===== src/rtl/core/dps_pkg.sv =====
// ----------------------------------------------------------------------------
// dps_pkg
// Shared constants and types for the dynamic priority scheduler.
// ----------------------------------------------------------------------------
package dps_pkg;

  // Default sizing
  localparam int SLOT_COUNT_DEF    = 8;
  localparam int PRIORITY_BITS_DEF = 16;
  localparam int TIME_BITS_DEF     = 8;

  // Fixed item field widths
  localparam int OP_W       = 1;
  localparam int SLOT_W     = 3;
  localparam int IN_PRIO_W  = 16;
  localparam int IN_TIME_W  = 8;
  localparam int CNT_W      = 9;
  localparam int AMT_W      = 8;
  localparam int OUT_PRIO_W = 16;
  localparam int OUT_CNT_W  = 4;
  localparam int CFG_IDX_W  = 8;

  // Stream widths (whole bytes)
  localparam int IN_TDATA_W  = 48;
  localparam int OUT_TDATA_W = 32;

  // Operation codes
  localparam logic [OP_W-1:0] OP_LOAD = 1'b0;
  localparam logic [OP_W-1:0] OP_TICK = 1'b1;

  // Configuration register indexes
  localparam logic [CFG_IDX_W-1:0] REG_RUN_PENALTY = 8'd0;
  localparam logic [CFG_IDX_W-1:0] REG_AGING_STEP  = 8'd1;

  // Reset values of configuration registers
  localparam logic [AMT_W-1:0] RUN_PENALTY_RST = 8'd3;
  localparam logic [AMT_W-1:0] AGING_STEP_RST  = 8'd1;

  // Slot status
  typedef enum logic [1:0] {
    ST_EMPTY    = 2'd0,
    ST_READY    = 2'd1,
    ST_BLOCKED  = 2'd2,
    ST_FINISHED = 2'd3
  } status_t;

  // Shared priority unit operation
  typedef enum logic {
    PU_ADD = 1'b0,
    PU_SUB = 1'b1
  } pu_op_t;

endpackage


===== src/rtl/core/dps_slot_mem.sv =====
// ----------------------------------------------------------------------------
// dps_slot_mem
// Slot record store: one write port, one read port with registered data.
// ----------------------------------------------------------------------------
module dps_slot_mem #(
  parameter int WIDTH = 48,
  parameter int DEPTH = dps_pkg::SLOT_COUNT_DEF
) (
  input  logic                     clk,
  input  logic                     wr_en,
  input  logic [$clog2(DEPTH)-1:0] wr_addr,
  input  logic [WIDTH-1:0]         wr_data,
  input  logic [$clog2(DEPTH)-1:0] rd_addr,
  output logic [WIDTH-1:0]         rd_data
);
  import dps_pkg::*;

  logic [WIDTH-1:0] mem [DEPTH];

  always_ff @(posedge clk) begin
    if (wr_en) begin
      mem[wr_addr] <= wr_data;
    end
    rd_data <= mem[rd_addr];
  end

endmodule


===== src/rtl/core/dps_prio_unit.sv =====
// ----------------------------------------------------------------------------
// dps_prio_unit
// Shared saturating add/subtract of an 8-bit amount on a signed priority.
// ----------------------------------------------------------------------------
module dps_prio_unit #(
  parameter int PRIORITY_BITS = dps_pkg::PRIORITY_BITS_DEF
) (
  input  dps_pkg::pu_op_t                  op,
  input  logic signed [PRIORITY_BITS-1:0]  a,
  input  logic [dps_pkg::AMT_W-1:0]        amt,
  output logic signed [PRIORITY_BITS-1:0]  y
);
  import dps_pkg::*;

  localparam int SW = PRIORITY_BITS + 2;
  localparam logic signed [SW-1:0] PMAX =
    SW'((64'sd1 <<< (PRIORITY_BITS - 1)) - 64'sd1);
  localparam logic signed [SW-1:0] PMIN = -PMAX - SW'(1);

  logic signed [SW-1:0] a_x;
  logic signed [SW-1:0] b_x;
  logic signed [SW-1:0] sum;

  always_comb begin
    a_x = SW'(a);
    b_x = $signed(SW'(amt));
    sum = (op == PU_SUB) ? (a_x - b_x) : (a_x + b_x);
    if (sum > PMAX) begin
      y = PMAX[PRIORITY_BITS-1:0];
    end else if (sum < PMIN) begin
      y = PMIN[PRIORITY_BITS-1:0];
    end else begin
      y = sum[PRIORITY_BITS-1:0];
    end
  end

endmodule


===== src/rtl/core/dynamic_priority_scheduler.sv =====
// ----------------------------------------------------------------------------
// dynamic_priority_scheduler
// Process slot table with highest-priority selection, run penalty and aging.
// ----------------------------------------------------------------------------
//
//  channel   dir  handshake                      payload
//  --------  ---  -----------------------------  ------------------------------
//  s_axis    in   s_axis_tvalid / s_axis_tready  tuser: operation
//                                                tdata: slot, priority, times
//  m_axis    out  m_axis_tvalid / m_axis_tready  tuser: ran
//                                                tdata: tick outcome, counts
//  cfg       in   cfg_valid / cfg_ready          cfg_index, cfg_data
//
//  The slot record memory has a single read port, so slots are handled one
//  at a time: a load writes its record and then counts, and a tick
//  walks every slot once to pick the winner, once to update, and once more
//  over the status flops to count. One item is in work at a time; tready is
//  high only while the sequencer is idle. A finished result sits in the
//  output register, so the next item is taken while it waits; the sequencer
//  holds only if a second result is ready before the first was taken.
//  rst is synchronous: all slots empty, registers to 3 and 1. cfg_ready is
//  always high.
//
module dynamic_priority_scheduler #(
  parameter int SLOT_COUNT    = dps_pkg::SLOT_COUNT_DEF,
  parameter int PRIORITY_BITS = dps_pkg::PRIORITY_BITS_DEF,
  parameter int TIME_BITS     = dps_pkg::TIME_BITS_DEF
) (
  input  logic                              clk,
  input  logic                              rst,
  // input items
  input  logic                              s_axis_tvalid,
  output logic                              s_axis_tready,
  // [2:0] slot, [18:3] initial_priority, [26:19] needed_time,
  // [35:27] slices_before_block, [43:36] block_length
  input  logic [dps_pkg::IN_TDATA_W-1:0]    s_axis_tdata,
  // [0] operation
  input  logic [0:0]                        s_axis_tuser,
  // result items
  output logic                              m_axis_tvalid,
  input  logic                              m_axis_tready,
  // [2:0] running_slot, [18:3] running_priority, [19] became_blocked,
  // [20] became_finished, [24:21] ready_count, [25] all_done
  output logic [dps_pkg::OUT_TDATA_W-1:0]   m_axis_tdata,
  // [0] ran
  output logic [0:0]                        m_axis_tuser,
  // configuration writes
  input  logic                              cfg_valid,
  output logic                              cfg_ready,
  input  logic [dps_pkg::CFG_IDX_W-1:0]     cfg_index,
  input  logic [dps_pkg::AMT_W-1:0]         cfg_data
);
  import dps_pkg::*;

  localparam int IDX_W  = $clog2(SLOT_COUNT);
  localparam int CTR_W  = IDX_W + 1;
  localparam int RCNT_W = $clog2(SLOT_COUNT + 1);
  localparam int SX_W   = (IDX_W > SLOT_W) ? IDX_W : SLOT_W;
  localparam int RC_X_W = (RCNT_W > OUT_CNT_W) ? RCNT_W : OUT_CNT_W;
  localparam int PL_W   = (PRIORITY_BITS > IN_PRIO_W) ? PRIORITY_BITS : IN_PRIO_W;
  localparam int PO_W   = (PRIORITY_BITS > OUT_PRIO_W) ? PRIORITY_BITS : OUT_PRIO_W;
  localparam int TL_W   = (TIME_BITS > IN_TIME_W) ? TIME_BITS : IN_TIME_W;

  localparam logic signed [PL_W-1:0] LD_PMAX =
    PL_W'((64'sd1 <<< (PRIORITY_BITS - 1)) - 64'sd1);
  localparam logic signed [PL_W-1:0] LD_PMIN = -LD_PMAX - PL_W'(1);
  localparam logic [TL_W-1:0] LD_TMAX = TL_W'((64'd1 << TIME_BITS) - 64'd1);
  localparam logic [TIME_BITS-1:0] TMAX = '1;

  typedef struct packed {
    logic signed [PRIORITY_BITS-1:0] prio;
    logic [TIME_BITS-1:0]            cpu;
    logic [TIME_BITS-1:0]            rem;
    logic signed [CNT_W-1:0]         cnt;
    logic [TIME_BITS-1:0]            left;
  } rec_t;

  typedef enum logic [2:0] {
    S_IDLE,
    S_LOAD,
    S_SEL,
    S_UPD,
    S_COUNT,
    S_OUT
  } state_t;

  state_t state;

  // config registers
  logic [AMT_W-1:0] run_penalty;
  logic [AMT_W-1:0] aging_step;

  // latched item
  logic [SLOT_W-1:0]           in_slot;
  logic signed [IN_PRIO_W-1:0] in_prio;
  logic [IN_TIME_W-1:0]        in_needed;
  logic signed [CNT_W-1:0]     in_sbb;
  logic [IN_TIME_W-1:0]        in_blen;

  // sequencer
  status_t           status [SLOT_COUNT];
  logic [CTR_W-1:0]  ctr;
  logic [CTR_W-1:0]  ctr_m1;
  logic [IDX_W-1:0]  ev;
  logic              found;
  logic [IDX_W-1:0]  best_idx;
  logic signed [PRIORITY_BITS-1:0] best_prio;
  logic [RCNT_W-1:0] ready_cnt;
  logic [RCNT_W-1:0] live_cnt;

  // result being built
  logic                            res_ran;
  logic signed [PRIORITY_BITS-1:0] res_prio;
  logic                            res_blk;
  logic                            res_fin;

  // memory ports
  logic             wr_en;
  logic [IDX_W-1:0] wr_addr;
  rec_t             wr_rec;
  logic [IDX_W-1:0] rd_addr;
  rec_t             rd_rec;

  // shared priority unit
  pu_op_t                          pu_op;
  logic signed [PRIORITY_BITS-1:0] pu_y;

  // load conversions
  logic [SX_W-1:0]                 slot_x;
  logic [IDX_W-1:0]                load_idx;
  logic                            load_ok;
  logic signed [PL_W-1:0]          ld_prio_x;
  logic [TL_W-1:0]                 ld_need_x;
  logic [TL_W-1:0]                 ld_blen_x;
  rec_t                            load_rec;

  // per-slot update
  logic     is_run;
  rec_t     upd_rec;
  status_t  st_new;
  logic     goes_blk;

  // output formatting
  logic [SX_W-1:0]        oslot_x;
  logic signed [PO_W-1:0] oprio_x;
  logic [RC_X_W-1:0]      ocnt_x;

  assign s_axis_tready = (state == S_IDLE);
  assign cfg_ready     = 1'b1;

  assign ctr_m1  = ctr - CTR_W'(1);
  assign ev      = ctr_m1[IDX_W-1:0];
  assign rd_addr = ctr[IDX_W-1:0];

  dps_slot_mem #(
    .WIDTH ($bits(rec_t)),
    .DEPTH (SLOT_COUNT)
  ) u_mem (
    .clk     (clk),
    .wr_en   (wr_en),
    .wr_addr (wr_addr),
    .wr_data (wr_rec),
    .rd_addr (rd_addr),
    .rd_data (rd_rec)
  );

  assign is_run = found && (ev == best_idx);
  assign pu_op  = is_run ? PU_SUB : PU_ADD;

  dps_prio_unit #(
    .PRIORITY_BITS (PRIORITY_BITS)
  ) u_pu (
    .op  (pu_op),
    .a   (rd_rec.prio),
    .amt (is_run ? run_penalty : aging_step),
    .y   (pu_y)
  );

  // load item: clamp to configured widths
  always_comb begin
    slot_x   = SX_W'(in_slot);
    load_idx = slot_x[IDX_W-1:0];
    load_ok  = (32'(in_slot) < SLOT_COUNT);

    ld_prio_x = PL_W'(in_prio);
    ld_need_x = TL_W'(in_needed);
    ld_blen_x = TL_W'(in_blen);

    if (ld_prio_x > LD_PMAX) begin
      load_rec.prio = LD_PMAX[PRIORITY_BITS-1:0];
    end else if (ld_prio_x < LD_PMIN) begin
      load_rec.prio = LD_PMIN[PRIORITY_BITS-1:0];
    end else begin
      load_rec.prio = ld_prio_x[PRIORITY_BITS-1:0];
    end
    load_rec.cpu  = '0;
    load_rec.rem  = (ld_need_x > LD_TMAX) ? TMAX : ld_need_x[TIME_BITS-1:0];
    load_rec.cnt  = in_sbb;
    load_rec.left = (ld_blen_x > LD_TMAX) ? TMAX : ld_blen_x[TIME_BITS-1:0];
  end

  // tick update of one slot, record straight from the memory
  always_comb begin
    upd_rec  = rd_rec;
    st_new   = status[ev];
    goes_blk = 1'b0;
    if (is_run) begin
      upd_rec.prio = pu_y;
      if (rd_rec.cpu != TMAX) begin
        upd_rec.cpu = rd_rec.cpu + TIME_BITS'(1);
      end
      if (rd_rec.rem != '0) begin
        upd_rec.rem = rd_rec.rem - TIME_BITS'(1);
      end
      if (rd_rec.cnt > 0) begin
        upd_rec.cnt = rd_rec.cnt - CNT_W'(1);
        goes_blk    = (rd_rec.cnt == CNT_W'(1));
      end
      if (upd_rec.rem == '0) begin
        st_new = ST_FINISHED;
      end else if (goes_blk) begin
        st_new = ST_BLOCKED;
      end
    end else if (status[ev] == ST_READY && found) begin
      upd_rec.prio = pu_y;
    end else if (status[ev] == ST_BLOCKED) begin
      if (rd_rec.left != '0) begin
        upd_rec.left = rd_rec.left - TIME_BITS'(1);
      end
      if (upd_rec.left == '0) begin
        st_new = ST_READY;
      end
    end
  end

  always_comb begin
    wr_en   = 1'b0;
    wr_addr = ev;
    wr_rec  = upd_rec;
    if (state == S_LOAD) begin
      wr_en   = load_ok;
      wr_addr = load_idx;
      wr_rec  = load_rec;
    end else if (state == S_UPD) begin
      wr_en = (ctr != '0);
    end
  end

  always_comb begin
    oslot_x = SX_W'(best_idx);
    oprio_x = PO_W'(res_prio);
    ocnt_x  = RC_X_W'(ready_cnt);
  end

  // config writes
  always_ff @(posedge clk) begin
    if (rst) begin
      run_penalty <= RUN_PENALTY_RST;
      aging_step  <= AGING_STEP_RST;
    end else if (cfg_valid && cfg_ready) begin
      case (cfg_index)
        REG_RUN_PENALTY: run_penalty <= cfg_data;
        REG_AGING_STEP:  aging_step  <= cfg_data;
        default: ;
      endcase
    end
  end

  // sequencer
  always_ff @(posedge clk) begin
    if (rst) begin
      state         <= S_IDLE;
      ctr           <= '0;
      found         <= 1'b0;
      m_axis_tvalid <= 1'b0;
      for (int i = 0; i < SLOT_COUNT; i++) begin
        status[i] <= ST_EMPTY;
      end
    end else begin
      // output register: load a new result or drop the one just taken
      if (state == S_OUT && (!m_axis_tvalid || m_axis_tready)) begin
        m_axis_tvalid <= 1'b1;
      end else if (m_axis_tvalid && m_axis_tready) begin
        m_axis_tvalid <= 1'b0;
      end
      case (state)
        S_IDLE: begin
          if (s_axis_tvalid) begin
            in_slot   <= s_axis_tdata[2:0];
            in_prio   <= s_axis_tdata[18:3];
            in_needed <= s_axis_tdata[26:19];
            in_sbb    <= s_axis_tdata[35:27];
            in_blen   <= s_axis_tdata[43:36];
            res_ran   <= 1'b0;
            res_prio  <= '0;
            res_blk   <= 1'b0;
            res_fin   <= 1'b0;
            found     <= 1'b0;
            best_idx  <= '0;
            ctr       <= '0;
            state     <= (s_axis_tuser == OP_TICK) ? S_SEL : S_LOAD;
          end
        end
        S_LOAD: begin
          if (load_ok) begin
            status[load_idx] <= ST_READY;
          end
          ready_cnt <= '0;
          live_cnt  <= '0;
          state     <= S_COUNT;
        end
        S_SEL: begin
          // read slot ctr, judge slot ctr-1; strict compare keeps lowest slot
          if (ctr != '0 && status[ev] == ST_READY &&
              (!found || rd_rec.prio > best_prio)) begin
            found     <= 1'b1;
            best_idx  <= ev;
            best_prio <= rd_rec.prio;
          end
          if (ctr == CTR_W'(SLOT_COUNT)) begin
            ctr   <= '0;
            state <= S_UPD;
          end else begin
            ctr <= ctr + CTR_W'(1);
          end
        end
        S_UPD: begin
          if (ctr != '0) begin
            status[ev] <= st_new;
            if (is_run) begin
              res_ran  <= 1'b1;
              res_prio <= upd_rec.prio;
              res_blk  <= (st_new == ST_BLOCKED);
              res_fin  <= (st_new == ST_FINISHED);
            end
          end
          if (ctr == CTR_W'(SLOT_COUNT)) begin
            ctr       <= '0;
            ready_cnt <= '0;
            live_cnt  <= '0;
            state     <= S_COUNT;
          end else begin
            ctr <= ctr + CTR_W'(1);
          end
        end
        S_COUNT: begin
          if (status[rd_addr] == ST_READY) begin
            ready_cnt <= ready_cnt + RCNT_W'(1);
            live_cnt  <= live_cnt + RCNT_W'(1);
          end else if (status[rd_addr] == ST_BLOCKED) begin
            live_cnt <= live_cnt + RCNT_W'(1);
          end
          if (ctr == CTR_W'(SLOT_COUNT - 1)) begin
            state <= S_OUT;
          end else begin
            ctr <= ctr + CTR_W'(1);
          end
        end
        S_OUT: begin
          if (!m_axis_tvalid || m_axis_tready) begin
            m_axis_tuser <= res_ran;
            m_axis_tdata <= {6'd0,
                             (live_cnt == '0),
                             ocnt_x[OUT_CNT_W-1:0],
                             res_fin,
                             res_blk,
                             oprio_x[OUT_PRIO_W-1:0],
                             (res_ran ? oslot_x[2:0] : 3'd0)};
            state        <= S_IDLE;
          end
        end
        default: state <= S_IDLE;
      endcase
    end
  end

endmodule


===== config.mk =====
export PLATFORM = sky130hd
export DESIGN_NAME = dynamic_priority_scheduler
export DESIGN_NICKNAME = d
export VERILOG_FILES = /design/src/rtl/core/dps_pkg.sv /design/src/rtl/core/dps_slot_mem.sv /design/src/rtl/core/dps_prio_unit.sv /design/src/rtl/core/dynamic_priority_scheduler.sv
export SDC_FILE = /design/constraint.sdc
export NUM_CORES = 1
export LEC_CHECK = 0
export BUFFER_PORTS_ARGS = -buffer_cell sky130_fd_sc_hd__buf_2
export CORE_UTILIZATION = 55
export DETAILED_ROUTE_END_ITERATION = 10
export HOLD_SLACK_MARGIN = 0.08
export PLACE_DENSITY = 0.75
export SLEW_MARGIN = 20
export SYNTH_ARGS = -nofsm -noshare
export SYNTH_HDL_FRONTEND = slang
export SYNTH_SLANG_ARGS = --single-unit

===== constraint.sdc =====
create_clock -name clk -period 5.5 [get_ports clk]
set_input_delay 1.1 -clock clk [delete_from_list [all_inputs] [get_ports clk]]
set_output_delay 1.1 -clock clk [all_outputs]
set_load 0.05 [all_outputs]

# After elaboration in Yosys (flattened, before gate mapping)
# Memory sizes are Yosys's and may differ from the RTL's. A register that Yosys moved wholly into a read port is not among the register bits.
# Cells that the tools add are included.
[totals]
ff_bits = 142
ram_bits = 408
input_bits = 70
out_inout_bits = 36
elab_cells = 201
memories = 2
[op_classes]
addsub = 10
order_cmp = 8
eq_ne = 28
n_mux = 92
bitwise = 1
n_reduce_logical = 38
[memory_table]
columns = ["name", "depth", "width", "rd", "rd_clocked_by_memory_dff", "wr", "line", "text"]
rows = [
  ["u_mem.mem", 8, 49, 1, 1, 1, "dps_slot_mem.sv:18", "logic [WIDTH-1:0] mem [DEPTH];"],
  ["status", 8, 2, 2, 1, 8, "dynamic_priority_scheduler.sv:101", "status_t status [SLOT_COUNT];"],
]
[op_table]
columns = ["op", "n"]
rows = [
  ["$mux W16", 9],
  ["$mux W8", 13],
  ["$mux W49", 1],
  ["$mux W3", 12],
  ["$pmux W4 S3", 3],
  ["$pmux W16 S2", 1],
  ["$mux W1", 28],
  ["$mux W4", 7],
  ["$mux W25", 1],
  ["$logic_not A8 Y1", 3],
  ["$gt A18 B16 Y1 const B", 1],
  ["$lt A18 B16 Y1 const B", 1],
  ["$mux W18", 1],
  ["$mux W2", 9],
  ["$pmux W3 S6", 1],
  ["$add A16 B9 Y17", 1],
  ["$sub A16 B9 Y17", 1],
  ["$gt A16 B16 Y1", 1],
  ["$gt A16 B16 Y1 const B", 1],
  ["$gt A8 B8 Y1 const B", 2],
  ["$lt A16 B16 Y1 const B", 1],
  ["$reduce_bool A8 Y1", 2],
  ["$sub A8 B1 Y8 const B", 2],
  ["$reduce_and A3 Y1", 5],
  ["other kinds (35)", 70],
]

# Logic depth before layout (Yosys ltp)
# Gate-level depths: netlist of run 1.
# An unclocked memory read counts as a cell.
[logic_depth]
depth_word = 15
depth_mapped = 26
ltp_nobuf = 21

# Hierarchy
# A second synthesis of run 1 with hierarchy kept.
[hier_totals]
cells_unflattened = 1692
hier_area_um2 = 25973.7
[modules_own_cells]
columns = ["module", "n_inst", "cells_each", "area_per_inst_um2"]
rows = [
  ["dps_slot_mem", 1, 628, 15742.6],
  ["dynamic_priority_scheduler", 1, 901, 9007.4],
  ["dps_prio_unit", 1, 163, 1223.7],
]

# Worst setup path before layout of run 1
# Ideal clock, no wire load.
[synth_path]
kind = "register to register"
from = "register ctr[1]"
to = "memory u_mem.mem[0][35] (netlist name) (data pin)"
arrival_ns = 5.584
required_time_ns = 5.191
slack_ns = -0.394
stages_incl_launch_ff = 26
path_cell_list = "dfxtp_1 > clkbuf_1 > clkbuf_1 > inv_1 > ha_1 > clkbuf_1 > xor2_1 > nand4_2 > clkbuf_1 > clkbuf_1 > clkbuf_1 > a21oi_1 > ha_1 > nor3b_1 > nand2_1 > xnor2_1 > nand2_1 > o21ai_0 > ha_1 > a211o_1 > o31a_1 > a21o_1 > o2111ai_1 > nand2_1 > nand2_1 > o211ai_1"
[synth_via]
elab_chain_len = 12
word_cells_on_any_way = 18
cone_classes = "add/sub (3); order compare (2); eq/ne (2); mux (8); reduce/logical (2); memory (1)"
[synth_rtl]
columns = ["item", "line", "text"]
rows = [
  ["start, declared", "dynamic_priority_scheduler.sv:102", "logic [CTR_W-1:0] ctr;"],
  ["start signal, assigned", "dynamic_priority_scheduler.sv:324", "ctr <= ctr + CTR_W'(1);"],
  ["start signal, assigned", "dynamic_priority_scheduler.sv:343", "ctr <= ctr + CTR_W'(1);"],
  ["start signal, assigned", "dynamic_priority_scheduler.sv:356", "ctr <= ctr + CTR_W'(1);"],
  ["$sub A3 B1 Y3 (*)", "dynamic_priority_scheduler.sv:151", "assign ctr_m1 = ctr - CTR_W'(1);"],
  ["$eq A3 B3 Y1", "dynamic_priority_scheduler.sv:167", "assign is_run = found && (ev == best_idx);"],
  ["$logic_and A1 B1 Y1", "dynamic_priority_scheduler.sv:167", ""],
  ["$mux W8", "dynamic_priority_scheduler.sv:175", ".amt (is_run ? run_penalty : aging_step),"],
  ["$add A16 B9 Y17 or $sub A16 B9 Y17 (tied branches)", "dps_prio_unit.sv:27", "sum = (op == PU_SUB) ? (a_x - b_x) : (a_x + b_x);"],
  ["$mux W18", "dps_prio_unit.sv:27", ""],
  ["$lt A18 B16 Y1", "dps_prio_unit.sv:30", "end else if (sum < PMIN) begin"],
  ["$mux W16", "dps_prio_unit.sv:30", ""],
  ["$mux W16", "dps_prio_unit.sv:28", "if (sum > PMAX) begin"],
  ["$mux W16", "dynamic_priority_scheduler.sv:224", "end else if (status[ev] == ST_READY && found) begin"],
  ["$mux W16 (*)", "dynamic_priority_scheduler.sv:207", "if (is_run) begin"],
  ["$mux W49 (*)", "dynamic_priority_scheduler.sv:240", "if (state == S_LOAD) begin"],
  ["named net u_mem.wr_data[35]", "dps_slot_mem.sv:12", "input logic [WIDTH-1:0] wr_data,"],
  ["end, declared", "dps_slot_mem.sv:18", ""],
]
# Mark *: on every way through the listed nets, which the timed path passes. The rest lies on a longest branch.

# Worst setup path in the final report of run 1
[layout_path]
from = "register ctr[0]"
to = "memory u_mem.mem[2][33] (netlist name) (data pin)"
[layout_via]
elab_chain_len = 12
word_cells_on_any_way = 18
cone_classes = "add/sub (3); order compare (2); eq/ne (2); mux (8); reduce/logical (2); memory (1)"
[layout_rtl]
columns = ["item", "line", "text"]
rows = [
  ["$sub A3 B1 Y3 (*)", "dynamic_priority_scheduler.sv:151", ""],
  ["named net ctr_m1[0]", "dynamic_priority_scheduler.sv:103", "logic [CTR_W-1:0] ctr_m1;"],
  ["$eq A3 B3 Y1", "dynamic_priority_scheduler.sv:167", ""],
  ["$logic_and A1 B1 Y1", "dynamic_priority_scheduler.sv:167", ""],
  ["$mux W8", "dynamic_priority_scheduler.sv:175", ""],
  ["$add A16 B9 Y17 or $sub A16 B9 Y17 (tied branches)", "dps_prio_unit.sv:27", ""],
  ["$mux W18", "dps_prio_unit.sv:27", ""],
  ["$lt A18 B16 Y1", "dps_prio_unit.sv:30", ""],
  ["$mux W16", "dps_prio_unit.sv:30", ""],
  ["$mux W16", "dps_prio_unit.sv:28", ""],
  ["$mux W16", "dynamic_priority_scheduler.sv:224", ""],
  ["$mux W16 (*)", "dynamic_priority_scheduler.sv:207", ""],
  ["$mux W49 (*)", "dynamic_priority_scheduler.sv:240", ""],
  ["named net u_mem.wr_data[33]", "dps_slot_mem.sv:12", ""],
]
# Marked as above.

==> impl_metrics.yaml, run 1 <==
yosys:
  synth_edf_count: 461
  synthFlopType: "edfxtp_1"
  synthCells: 1458
  ys_seq_elements: 530
  ys_seq_area_share_pct: 68.0
  synth-warning-count: 0
  yosysUniqueCellTypes: 69
  synth_area_per_cell_um2: 15.4
  async_flop_share_pct: 0
  synth_area_mm2: 0.0224
pwr:
  power.total_mw: 12.5
  seqPwrFrac_pct: 45.7
  swShare_pct: 29.9
  vdd_ir_drop_max_mv: 0.299
  cellInternalPower_mw: 8.80
  p_clk_share_pct: 29.6
  power.density_mw_per_mm2: 493
  p_sw_mw: 3.75
  power_leakage_nw: 8.85
  comb_power_share_pct: 24.7
detailed_routing:
  via_per_inst: 5.93
  drc_errors: 0
  wl_mm: 46.7
  ant_nets: 0
  drt-pass1-iter-count: 5
  routedWlPerCell_um: 21.7
  drtIter0Drc: 1210
  vias: 12754
critical_path:
  path_cells: "inv_1 -> ha_1 -> xnor3_1 -> nand4_2 -> buf_4 -> nor2_1 -> a21oi_1 -> ha_1 -> nor3b_2 -> nand2_1 -> xnor2_1 -> nand2_1 -> o21ai_0 -> ha_1 -> a211o_1 -> o31a_1 -> nand4_1 -> o2111ai_2 -> o21ai_0 -> nand2_1 -> a21oi_1"
  cp_max_fo: 22
  crit_required_ns: 5.79
  ff2ff_setup_slack_ns: 0.35
  end_kind: "flip-flop"
  crit_path_max_incr_delay_ns: 0.60
  arrival_ns: 5.43
  startpoint_type: "flip-flop"
  critPathSlowestCell: "a21oi_1"
  criticalPathCategory: "flip-flop to flip-flop"
clock_network:
  holdBufCountCts: 0
  clkTransAtPathRegs_ns: 0.06
  cts_tree: "yes"
  cts_buffers: 53
  htreeDepth: 2
  cts_buffer_depth: 3
  clock_latency_ns: 0.60
  root_buffer: "clkbuf_16"
  clock-sinks: 530
sta:
  finalClockSkew_ns: 0.0242
  final.setup.tns_ns: 0
  relSlewSlack_pct: 30.2
  rsz0062_at_grt: "false"
  setup_ws_ns: 0.352
  slew_viol_final: 0
  whs_ns: 0.422
  hold_viol: 0
  post-route-min-period_ns: 5.15
  worst_slew_pin_slew_ns: 1.05
  fmax_mhz: 194
  final-setup-viol-count: 0
  period_share_pct: 93.6
place:
  place_inst: 2046
  gp_congestion: 0.871
  pre_cts_ws_ns: 0.0790
  hpwl_mm: 28.6
  port_buffers: 94
  place_area_mm2: 0.0236
floorplan:
  die_y_um: 204
  num_rows: 73
  start_util_pct: 56.1
  die-area_mm2: 0.0415
  die_x_um: 204
  io_pins: 106
  core-area_mm2: 0.0399
cells_and_area:
  final_core_util_pct: 63.8
  fin_nets: 1697
  stdcell_count: 2149
  area_growth_pct: 13.7
  diodes: 0
  nFillCells: 2764
  drive_gt1_share_pct: 23.5
  fin_area_mm2: 0.0255
grt:
  grt_pass1_wl_mm: 71.3
  track_usage_pct: 22.9
  grt_max_degree: 59
  grt_pass1_vias: 12706
  grt_overflow: 0
  antenna_found_initial: 0
min_path:
  worst_hold_path_type: "flip-flop to flip-flop"
run_status:
  status: "complete, no violations"
job:
  maxCapViolCount: 0
-- state kept, by name, indices dropped and copies added, names as in the netlist, 9 cells and up, named ones only --
register,flops
m_axis_tdata,26
in_sbb,9
u_mem.rd_data,41
u_mem.mem,328
best_prio,16
in_prio,16
oprio_x,16
status,16
-- logic make-up (layout without fill, tap and decap cells) --
group	count (synthesis)	in the layout	synth area share, %
AOI/OAI and AO/OA	209	209	5.55
DFF	530	530	68.0
xor gates and xnor gates	40	40	1.69
adders and majority gates	49	49	2.75
other	2	7	0.0335
and+or+nand+nor	361	361	7.68
buffers and inverters	110	271	2.03
muxes	157	157	12.3
-- final cells by class --
| type | instances | area (um^2) | share of cell area [%] |
|---|---|---|---|
| flip-flops and latches | 530 | 15200 | 59.8 |
| multi-input cells | 823 | 6850 | 26.9 |
| clock buffers | 73 | 1480 | 5.82 |
| repair buffers | 126 | 736 | 2.89 |
| well taps | 525 | 657 | 2.58 |
| clock inverters | 26 | 334 | 1.31 |
| inverters | 46 | 173 | 0.678 |
-- worst max-delay path: cells and delay by family (launching register included) --
| family | cells | cell delay [ns] |
|---|---|---|
| AO/OA/AOI/OAI | 7 | 1.95 |
| AND/OR/NAND/NOR | 7 | 0.87 |
| adder cells (fa/ha/maj) | 3 | 0.80 |
| XOR/XNOR | 2 | 0.48 |
| flip-flops | 1 | 0.41 |
| buffers and inverters | 2 | 0.34 |
-- power by group through the flow --
stage                     logic (mW)  registers, mW  clock network (mW)
after floorplan                 2.24           5.66                   0
after global placement          2.93           5.78                   0
after global routing            3.40           5.77                3.92
final                           3.10           5.73                3.71
after CTS                       3.06           5.73                3.78
after detailed placement        3.04           5.81                   0
-- cells in the mapped netlist, drive strengths merged, types with 6 or more instances --
library cell | number | area (um^2)
mux2i | 23 | 230
a21o | 6 | 45.0
a21oi | 64 | 320
o211ai | 15 | 113
nand2 | 107 | 404
nand2b | 11 | 68.8
a31oi | 14 | 87.6
nand3 | 21 | 105
ha | 46 | 576
nor4 | 10 | 75.1
inv | 46 | 173
nor2 | 126 | 480
or3 | 7 | 43.8
nor3b | 6 | 45.0
mux4 | 90 | 2030
and3 | 16 | 100
o21ai | 67 | 335
a211oi | 6 | 45.0
o21a | 6 | 45.0
nor3 | 17 | 90.1
or4 | 7 | 56.3
xor2 | 20 | 175
edfxtp | 461 | 13800
buf | 22 | 125
clkbuf | 42 | 158
mux2 | 44 | 495
dfxtp | 69 | 1380
xnor2 | 19 | 181
nor2b | 11 | 76.3
-- per-layer routing --
layer	vias up	track usage, %	share of wire, %
li1	5862	-	-
met1	6373	31.0	42
met2	441	38.2	49
met3	78	3.28	6.5
met4	0	7.65	2.4
met5	-	0	0
-- what timing repair did --
item | in CTS | in global routing
setup buffers | 0 | 4
resized for setup | 0 | 8
endpoints found under the setup margin | 0 | 125
-- final timing paths --
path                                         end  cells after the start  startpoint
worst max-delay path            u_mem.mem[2][33]                     21      ctr[0]
worst min-delay path             m_axis_tdata[6]                      0  oprio_x[3]
worst min register to register   m_axis_tdata[6]                      0  oprio_x[3]
worst max register to register  u_mem.mem[2][33]                     21      ctr[0]
-- placed cells by master (no fill, tap or decap), types with 8 or more instances in the layout --
cell type / instances
dfxtp_1: 66
nor2_4: 9
a21oi_1: 62
nor2b_1: 10
nand3_1: 21
nand2b_1: 11
ha_1: 46
buf_4: 30
xnor2_1: 17
o211ai_1: 15
mux2i_1: 23
xor2_1: 20
buf_2: 94
nand2_1: 105
and3_1: 16
nor3_1: 16
nor4_1: 8
mux2_2: 44
clkbuf_1: 12
nor2_1: 113
inv_1: 45
o21ai_0: 60
clkbuf_16: 53
a31oi_1: 13
edfxtp_1: 461
mux4_2: 90
clkbuf_8: 8
Note: power is estimated with default switching activity, not from simulation.
==> run 2: changes to the inputs <==
--- a/config.mk
+++ b/config.mk
@@ -10,6 +10,7 @@
 export DETAILED_ROUTE_END_ITERATION = 10
 export HOLD_SLACK_MARGIN = 0.08
 export PLACE_DENSITY = 0.75
+export REMOVE_ABC_BUFFERS = 1
 export SLEW_MARGIN = 20
 export SYNTH_ARGS = -nofsm -noshare
 export SYNTH_HDL_FRONTEND = slang
==> impl_metrics.yaml, run 2 (synthesized netlist as in run 1, its figures left out) <==
critical_path:
  criticalPathCategory: "flip-flop to flip-flop"
  arrival_ns: 5.50
  cp_max_fo: 8
  end_kind: "flip-flop"
  startpoint_type: "flip-flop"
  crit_required_ns: 5.85
sta:
  final.setup.tns_ns: 0
  fmax_mhz: 194
  setup_ws_ns: 0.352
  rsz0062_at_grt: "false"
  relSlewSlack_pct: 25.3
  whs_ns: 0.419
  finalClockSkew_ns: 0.0187
  slew_viol_final: 0
  period_share_pct: 93.6
  hold_viol: 0
  final-setup-viol-count: 0
  post-route-min-period_ns: 5.15
  worst_slew_pin_slew_ns: 1.12
clock_network:
  cts_buffer_depth: 3
  clock-sinks: 530
  clkTransAtPathRegs_ns: 0.06
  clock_latency_ns: 0.60
  cts_setup_buffers: 0
  htreeDepth: 2
  cts_buffers: 52
  cts_tree: "yes"
  root_buffer: "clkbuf_16"
job:
  maxCapViolCount: 0
cells_and_area:
  final_cell_mix: "edfxtp_1, nor2_1, nand2_1"
  area_growth_pct: 12.8
  drive_gt1_share_pct: 22.9
  diodes: 0
  stdcell_count: 2151
  largest_reg_flops: 328
  nFillCells: 2866
  fin_nets: 1700
  final_common_cell: "edfxtp_1"
  top_register: "u_mem.mem"
  reg.largest.list: "u_mem.mem: 328 flops, u_mem.rd_data: 41 flops, m_axis_tdata: 26 flops"
grt:
  track_usage_pct: 23.0
  antenna_found_initial: 0
  use_met2_pct: 37.9
  grt_overflow: 0
  grt_max_degree: 51
  met3_usage_pct: 3.47
  gr-usage-met1_pct: 31.4
  top_usage_layer: "met2"
  grt_pass1_vias: 12909
  grt_pass1_wl_mm: 72.1
detailed_routing:
  ant_nets: 0
  drtIter0Drc: 1029
  via_per_inst: 5.91
  routedWlPerCell_um: 21.5
  drc_errors: 0
  drt-pass1-iter-count: 5
  wl_mm: 46.3
  vias: 12713
run_status:
  status: "complete, no violations"
floorplan:
  core-area_mm2: 0.0399
  die_y_um: 204
  num_rows: 73
  die-area_mm2: 0.0415
  io_pins: 106
  die_x_um: 204
  start_util_pct: 56.1
pwr:
  p_clk_share_pct: 28.1
  comb_power_share_pct: 25.3
  power.density_mw_per_mm2: 485
  power_leakage_nw: 8.78
  cellInternalPower_mw: 8.56
  p_sw_mw: 3.70
  vdd_ir_drop_max_mv: 0.380
  seqPwrFrac_pct: 46.6
  swShare_pct: 30.2
  power.total_mw: 12.3
min_path:
  worst_hold_path_type: "flip-flop to flip-flop"
place:
  place_inst: 2054
  hpwl_mm: 27.9
  pre_cts_ws_ns: 0.350
  port_buffers: 94
  gp_congestion: 0.913
-- run 2: cell types whose count changed in the layout (fill, tap and decap cells not counted), moves of 3 or more --
cell,change
bufinv_16,-4
clkinv_2,+4
clkbuf_1,+3
buf_4,+6
clkbuf_8,-3
-- run 2: worst max-delay path, stage by stage (launching register included) --
cell,delay [ns]
dfxtp_4,0.36
inv_1,0.07
ha_1,0.24
xnor3_1,0.36
nand4_2,0.18
mux2_2,0.39
inv_1,0.06
ha_1,0.16
nor3b_1,0.29
nand2_1,0.11
xnor2_1,0.13
nand2_1,0.06
o21ai_0,0.10
ha_1,0.36
a211o_1,0.31
o31a_1,0.33
a21o_1,0.19
o2111ai_1,0.35
nor2_1,0.11
buf_4,0.19
o21ai_1,0.18
a21oi_1,0.15
buf_4,0.21
-- run 2: path summary, 6_finish.rpt --
| kind | from | depth (start not counted) | slack [ns] | end |
|---|---|---|---|---|
| setup / recovery | ctr[0] | 22 | 0.35 | u_mem.mem[3][46] |
| hold / removal | oprio_x[6] | 0 | 0.42 | m_axis_tdata[9] |
| setup reg to reg | ctr[0] | 22 | 0.35 | u_mem.mem[3][46] |
| hold reg to reg | oprio_x[6] | 0 | 0.42 | m_axis_tdata[9] |
-- run 2: area by class of cell --
type | count | area, um^2 | share of cell area (%)
flip-flops and latches | 530 | 15200 | 60.3
clock buffers | 73 | 1450 | 5.74
clock inverters | 24 | 205 | 0.812
multi-input cells | 823 | 6810 | 26.9
inverters | 46 | 173 | 0.683
well taps | 525 | 657 | 2.60
repair buffers | 130 | 741 | 2.93
-- run 2: power by group through the flow --
stage	clock, mW	sequential, mW	combinational (mW)
floorplan	0	5.86	2.08
global placement	0	5.76	2.99
detailed placement	0	5.79	3.09
CTS	3.51	5.71	3.11
global route	3.66	5.76	3.40
finish	3.45	5.71	3.10
-- run 2: metal layers --
metal	wire, um	up-vias
met5	0	-
met4	1080	0
met3	2590	78
met2	22800	380
met1	19800	6408
li1	-	5847
-- run 2: what timing repair did --
action	4_1_cts	5_1_grt
endpoints found under the setup margin	0	8
hold buffers	0	0
resized for setup	0	1
-- run 2: through the flow --
step / instance area, um^2 / utilization, %
final: 25300 / 63.3
after floorplan: 22100 / -
after global routing: 25300 / 63.3
after detailed placement: 23600 / 59.2
after global placement: 23600 / 59.2
after CTS: 25300 / 63.3
